**config.mk**
```make
export PLATFORM = sky130hd
export DESIGN_NAME = lph_hash
export DESIGN_NICKNAME = d
export VERILOG_FILES = /design/src/hdl/lph_pkg.sv /design/src/hdl/lph_hash.sv
export SDC_FILE = /design/constraint.sdc
export NUM_CORES = 1
export LEC_CHECK = 0
export BUFFER_PORTS_ARGS = -buffer_cell sky130_fd_sc_hd__buf_2
export CAP_MARGIN = 25
export CORE_ASPECT_RATIO = 1.75
export CORE_MARGIN = 2
export CORE_UTILIZATION = 50
export CTS_CLUSTER_SIZE = 10
export DETAILED_ROUTE_END_ITERATION = 12
export HOLD_SLACK_MARGIN = 0.03
export PLACE_DENSITY = 0.73
export SETUP_SLACK_MARGIN = 0.1
export SLEW_MARGIN = 20
export SYNTH_ARGS = -nofsm -noshare
export SYNTH_HDL_FRONTEND = slang
export SYNTH_SLANG_ARGS = --single-unit
```
**constraint.sdc**
```tcl
create_clock -name aclk -period 11.9 [get_ports aclk]
set_clock_uncertainty 0.2 [all_clocks]
set_input_delay 1.19 -clock aclk [delete_from_list [all_inputs] [get_ports aclk]]
set_output_delay 1.19 -clock aclk [all_outputs]
set_load 0.1 [all_outputs]
```
**src/hdl/lph_pkg.sv**
```systemverilog
// lph_pkg: shared types and constants of the linear-probe hash table
// status codes, control state encoding, memory command group, hash constants
// no dependencies
`timescale 1ns / 1ps
`default_nettype none

package lph_pkg;

    // key layout
    localparam int KEY_LOW_W  = 64;
    localparam int KEY_HIGH_W = 32;
    localparam int KEY_W      = KEY_LOW_W + KEY_HIGH_W;
    localparam int KEY_MAX_BYTES = KEY_W / 8;

    // result field widths
    localparam int STATUS_W = 3;
    localparam int SLOT_W   = 8;

    // murmur3 finaliser
    localparam logic [31:0] FMIX_C1 = 32'h85ebca6b;
    localparam logic [31:0] FMIX_C2 = 32'hc2b2ae35;
    localparam int          FMIX_SH_A = 16;
    localparam int          FMIX_SH_B = 13;

    typedef enum logic [STATUS_W-1:0] {
        STATUS_FOUND     = 3'd0,
        STATUS_NOT_FOUND = 3'd1,
        STATUS_INSERTED  = 3'd2,
        STATUS_DUPLICATE = 3'd3,
        STATUS_FULL      = 3'd4,
        STATUS_INVALID   = 3'd5
    } status_t;

    typedef enum logic [2:0] {
        FSM_CLEAR,
        FSM_IDLE,
        FSM_HASH,
        FSM_PROBE,
        FSM_DELIVER
    } fsm_state_t;

    typedef enum logic {
        KIND_LOOKUP = 1'b0,
        KIND_INSERT = 1'b1
    } kind_t;

    typedef struct packed {
        logic rd_en;
        logic key_wr_en;
        logic val_wr_en;
    } mem_cmd_t;

endpackage

`default_nettype wire

```
**src/hdl/lph_hash.sv**
```systemverilog
// lph_hash: key normalisation, murmur3 fmix32 and reduction to a home slot
// multi-cycle unit, started by a pulse, answers with a one-cycle done pulse
// depends on lph_pkg
`timescale 1ns / 1ps
`default_nettype none

module lph_hash import lph_pkg::*; #(
    parameter int TABLE_SLOTS = 256,
    parameter int KEY_BYTES   = 12,
    parameter int IDX_W       = 8
) (
    input  wire                   aclk,
    input  wire                   aresetn,
    input  wire                   start,
    input  wire  [KEY_LOW_W-1:0]  key_low,
    input  wire  [KEY_HIGH_W-1:0] key_high,
    output logic                  done,
    output logic [IDX_W-1:0]      home,
    output logic [KEY_LOW_W-1:0]  norm_key_low,
    output logic [KEY_HIGH_W-1:0] norm_key_high
);

    localparam bit IS_POW2 = ((64'd1 << IDX_W) == 64'(TABLE_SLOTS));

    logic [KEY_W-1:0] raw_key;
    logic [KEY_W-1:0] norm_key;
    logic             live;

    logic [KEY_W-1:0] key_reg;
    logic [31:0]      h0_reg;
    logic [31:0]      p1_reg;
    logic [31:0]      p2_reg;
    logic [31:0]      h3_reg;
    logic [3:0]       vld_reg;

    // cut the key at its first zero byte and at KEY_BYTES
    assign raw_key = {key_high, key_low};

    always_comb begin
        live     = 1'b1;
        norm_key = '0;
        for (int i = 0; i < KEY_MAX_BYTES; i++) begin
            if (raw_key[8*i +: 8] == 8'h00 || i >= KEY_BYTES) begin
                live = 1'b0;
            end
            norm_key[8*i +: 8] = live ? raw_key[8*i +: 8] : 8'h00;
        end
    end

    always_ff @(posedge aclk) begin
        if (!aresetn) begin
            vld_reg <= '0;
        end else begin
            vld_reg <= {vld_reg[2:0], start};
        end
    end

    // fmix32, at most one multiply per stage
    always_ff @(posedge aclk) begin
        if (start) begin
            key_reg <= norm_key;
            h0_reg  <= norm_key[31:0] ^ (norm_key[31:0] >> FMIX_SH_A);
        end
        if (vld_reg[0]) begin
            p1_reg <= h0_reg * FMIX_C1;
        end
        if (vld_reg[1]) begin
            p2_reg <= (p1_reg ^ (p1_reg >> FMIX_SH_B)) * FMIX_C2;
        end
        if (vld_reg[2]) begin
            h3_reg <= p2_reg ^ (p2_reg >> FMIX_SH_A);
        end
    end

    assign norm_key_low  = key_reg[KEY_LOW_W-1:0];
    assign norm_key_high = key_reg[KEY_W-1:KEY_LOW_W];

    generate
        if (IS_POW2) begin : g_mask
            assign done = vld_reg[3];
            assign home = h3_reg[IDX_W-1:0];
        end else begin : g_rem
            // floor(2^(32+IDX_W) / TABLE_SLOTS), 33 bits with the top bit set
            localparam logic [63:0] RECIP = (64'd1 << (32 + IDX_W)) / 64'(TABLE_SLOTS);
            localparam logic [31:0] MOD_N = 32'(TABLE_SLOTS);

            logic [3:0]       rv_reg;
            logic [31:0]      h_reg;
            logic [63:0]      prod_reg;
            logic [31:0]      quot_reg;
            logic [31:0]      qn_reg;
            logic [IDX_W-1:0] rem_reg;
            logic [64:0]      prod_sum;
            logic [31:0]      diff;

            // reciprocal multiply, quotient low by at most one, fixed by one subtract
            assign prod_sum = {1'b0, prod_reg} + {1'b0, h_reg, 32'd0};
            assign diff     = h_reg - qn_reg;

            always_ff @(posedge aclk) begin
                if (!aresetn) begin
                    rv_reg <= '0;
                end else begin
                    rv_reg <= {rv_reg[2:0], vld_reg[3]};
                end
            end

            always_ff @(posedge aclk) begin
                if (vld_reg[3]) begin
                    h_reg    <= h3_reg;
                    prod_reg <= 64'(h3_reg) * 64'(RECIP[31:0]);
                end
                if (rv_reg[0]) begin
                    quot_reg <= 32'(prod_sum >> (32 + IDX_W));
                end
                if (rv_reg[1]) begin
                    qn_reg <= quot_reg * MOD_N;
                end
                if (rv_reg[2]) begin
                    rem_reg <= (diff >= MOD_N) ? IDX_W'(diff - MOD_N) : IDX_W'(diff);
                end
            end

            assign done = rv_reg[3];
            assign home = rem_reg;
        end
    endgenerate

endmodule

`default_nettype wire

```
==> impl_metrics.csv <==
group,metric,value,unit
synth,synthArstFlopShare,0,
timing,hold_viol,0,
clock_network,worstSkewPairLatency,460,ps
clock_network,cts_buffers,17,
worst_hold_path,worstHoldStart,"vld_reg[0]$_SDFF_PN0_",
worst_setup_path,crit_required,11900,ps
clock_network,holdBufCountCts,0,
worst_setup_path,worst_setup_path_end_kind,"flip-flop",
worst_setup_path,r2r-end,"p1_reg[30]$_DFFE_PP_",
layout,fin_nets,2628,
drt,post_drt_wl_per_cell,21.5,µm
drt,drt_first_pass_iters,4,
worst_setup_path,cp-start-kind,"flip-flop",
synth,synth_ff_type,"edfxtp_1",
global_route,grt_pass1_wl,78900,µm
worst_setup_path,arrival,7010,ps
drt,via_per_inst,5.24,
global_route,antenna_found_initial,0,
floorplanning,design.core.area,39900,µm²
timing,max_slew_margin,0.322,
synth,synthCells,1704,
timing,worstMarginPinSlew,1020,ps
floorplanning,io-pin-count,204,
placement,port_buffers,203,
global_route,grt.busiest_layer,"met2",
clock_network,clockBufferDepth,2,
timing,rsz0062_at_grt,"false",
worst_setup_path,criticalPathCategory,"reg2reg",
worst_setup_path,cp_cell_sequence,"inv_1, fa_1, inv_1, ha_1, fa_1, ha_1, fa_1, inv_1, fa_1, inv_1, fa_1, fa_1, ha_1, a21o_1, a21o_1, a21o_1, a2111oi_0, or3_1, o221ai_1, o41ai_1, xnor2_1",
drt,drtIter0Drc,400,
timing,tns,0,ps
layout,syn_to_final_growth,10.6,%
layout,fill_cells,3326,
clock_network,post-cts-setup-buffer-count,0,
layout,num_antenna_cells,0,
drt,ant_nets,0,
timing,period_share,0.590,
synth,synth_area_leaders,"fa_1, edfxtp_1, ha_1, inv_1, xnor2_1",
synth,syn_avg_cell_area,11.8,µm²
worst_setup_path,r2r-start,"h0_reg[0]$_DFFE_PP_",
synth,synth_seq_area_share,0.254,
run,maxCapViolations,0,
synth,synthDistinctLibCells,62,
layout,largest_reg_flops,96,
worst_setup_path,r2r_cells,21,
synth,synth_top_cell_by_area,"fa_1",
worst_hold_path,min_path_cells,1,
global_route,grt_util_met1,0.213,
floorplanning,dieHeight,270,µm
floorplanning,num_rows,97,
placement,dpl.hpwl,46000,µm
global_route,grtUsageMet2,0.515,
synth,syn-cell-area,20200,µm²
worst_setup_path,path_common_cell,"fa_1",
synth,synth_nets,2430,
drt,dr_total_vias,12600,
global_route,met3_usage,0.0293,
synth,synth.top_cell.area_share,0.304,
timing,drv_slew,0,
clock_network,cts.repair.resized,0,
clock_network,cts_tree,"yes",
clock_network,cts_sinks,172,
worst_hold_path,min_path_type,"reg2reg",
floorplanning,dieArea,42000,µm²
synth,ys_seq_elements,172,
global_route,grt_max_degree,81,
worst_setup_path,crit_path_top_delay_cell,"edfxtp_1",
run_status,status,"completed",
global_route,grt_pass1_vias,14700,
timing,fmax,143,MHz
worst_setup_path,regToRegSetupSlack,4880,ps
worst_hold_path,hold_end,"vld_reg[1]$_SDFF_PN0_",
global_route,overflow,0,
floorplanning,start_util,0.505,
worst_setup_path,slowest_delay,730,ps
global_route,gr-usage-all-layers,0.258,
placement,gp_congestion,0.974,
clock_network,clk_pin_slew,80,ps
clock_network,htree_num_levels,4,
worst_setup_path,path_max_fanout,12,
synth,ys_warn_count,0,
layout,drive_above_1_share,0.133,
clock_network,root_buffer,"clkbuf_16",
floorplanning,die_w,156,µm
timing,final.min_clock_period,7020,ps
timing,finalSetupViolations,0,
drt,drc_errors,0,
drt,wl,51800,µm
synth,synth_edf_count,168,
## worst max-delay path: cells and delay by family (launching register included)
kind	cells	cell delay, ps
DFF	1	730
adders and majority gates	9	3730
xor gates and xnor gates	1	110
AOI/OAI and AO/OA	6	1510
and+or+nand+nor	1	190
buffers and inverters	4	280
## layout by cell type (no fill, tap or decap), types with 3 or more instances in the layout
master	count
o21ai_1	10
clkbuf_16	17
clkinv_8	6
dfxtp_1	4
nor3_1	6
o31a_1	3
o21ai_0	7
nor2b_1	3
a31oi_1	3
ha_1	321
nand2b_1	6
nand2_1	20
a211oi_1	4
and2_1	78
o21a_1	11
nor2_1	28
a21oi_1	23
or4_1	4
buf_4	6
inv_12	3
fa_1	306
nand3_1	5
xor2_1	52
a21o_1	8
edfxtp_1	168
nor4_1	21
a21boi_2	3
and3_1	23
inv_1	440
buf_2	202
xnor2_1	78
## final cells by class
class / instances / area (µm²) / share of cell area
Inverter: 440 / 1650 / 0.0741
Multi-Input combinational cell: 1063 / 13200 / 0.593
Timing Repair Buffer: 208 / 1060 / 0.0473
Sequential cell: 172 / 5120 / 0.230
Clock inverter: 15 / 204 / 0.00914
Clock buffer: 17 / 425 / 0.0191
Tap cell: 495 / 619 / 0.0278
## routing by layer
layer  routed length, µm  up-vias
met5                   0        -
met4                5370        0
met3                1340      168
met2               30300      365
met1               14800     6279
li1                    -     5818
## how the worst max path moves through the flow
stage,from,to,cells after the start
after global placement,h0_reg[6]$_DFFE_PP_,p1_reg[30]$_DFFE_PP_,18
after CTS,h0_reg[0]$_DFFE_PP_,p1_reg[30]$_DFFE_PP_,21
after floorplan,h0_reg[12]$_DFFE_PP_,p1_reg[30]$_DFFE_PP_,21
final,h0_reg[0]$_DFFE_PP_,p1_reg[30]$_DFFE_PP_,21
after global routing,h0_reg[0]$_DFFE_PP_,p1_reg[30]$_DFFE_PP_,21
after detailed placement,h0_reg[0]$_DFFE_PP_,p1_reg[30]$_DFFE_PP_,21
## synthesized netlist by cell type (2+ instances only)
master	n
or4_1	4
o211ai_1	2
nand4_1	2
o31a_1	3
nand3_1	5
ha_1	321
a21boi_2	3
o21a_1	11
a21oi_1	23
a211oi_1	4
nor2_1	28
edfxtp_1	168
nor2b_1	3
nand2b_1	6
clkbuf_1	13
xor2_1	52
nand2_2	2
o211a_1	2
xnor3_1	2
nor4_1	21
buf_4	16
a21o_1	8
o41ai_1	2
a31oi_1	3
and2_1	78
xnor2_1	78
nor3_1	6
o21ai_0	7
nand2_1	20
o21ai_1	10
dfxtp_1	4
inv_1	440
fa_1	306
and3_1	23
## per-stage QoR
stage | utilization | hold slack [ps] | worst slack, ps | instances | instance area (µm²)
after floorplan | - | 343 | 5470 | 1704 | 20200
after global placement | 0.543 | 261 | 5110 | 2378 | 21700
after detailed placement | 0.543 | 260 | 4980 | 2378 | 21700
after CTS | 0.559 | 283 | 4950 | 2410 | 22300
after global routing | 0.559 | 312 | 4610 | 2410 | 22300
final | 0.559 | 274 | 4880 | 2410 | 22300
## logic make-up (layout without fill, tap and decap cells)
| group | Yosys count | count (layout) | share of synthesized area |
|---|---|---|---|
| fa+ha+maj | 627 | 627 | 0.503 |
| buf+inv | 469 | 680 | 0.0903 |
| simple gates | 207 | 207 | 0.0591 |
| flops | 172 | 172 | 0.254 |
| xor+xnor | 132 | 132 | 0.0587 |
| compound gates | 96 | 96 | 0.0344 |
| mux | 1 | 1 | 0.000496 |
Power is left out: the tool's default activity adds up to more than one toggle a clock period on the data nets, which glitch-free logic cannot reach.
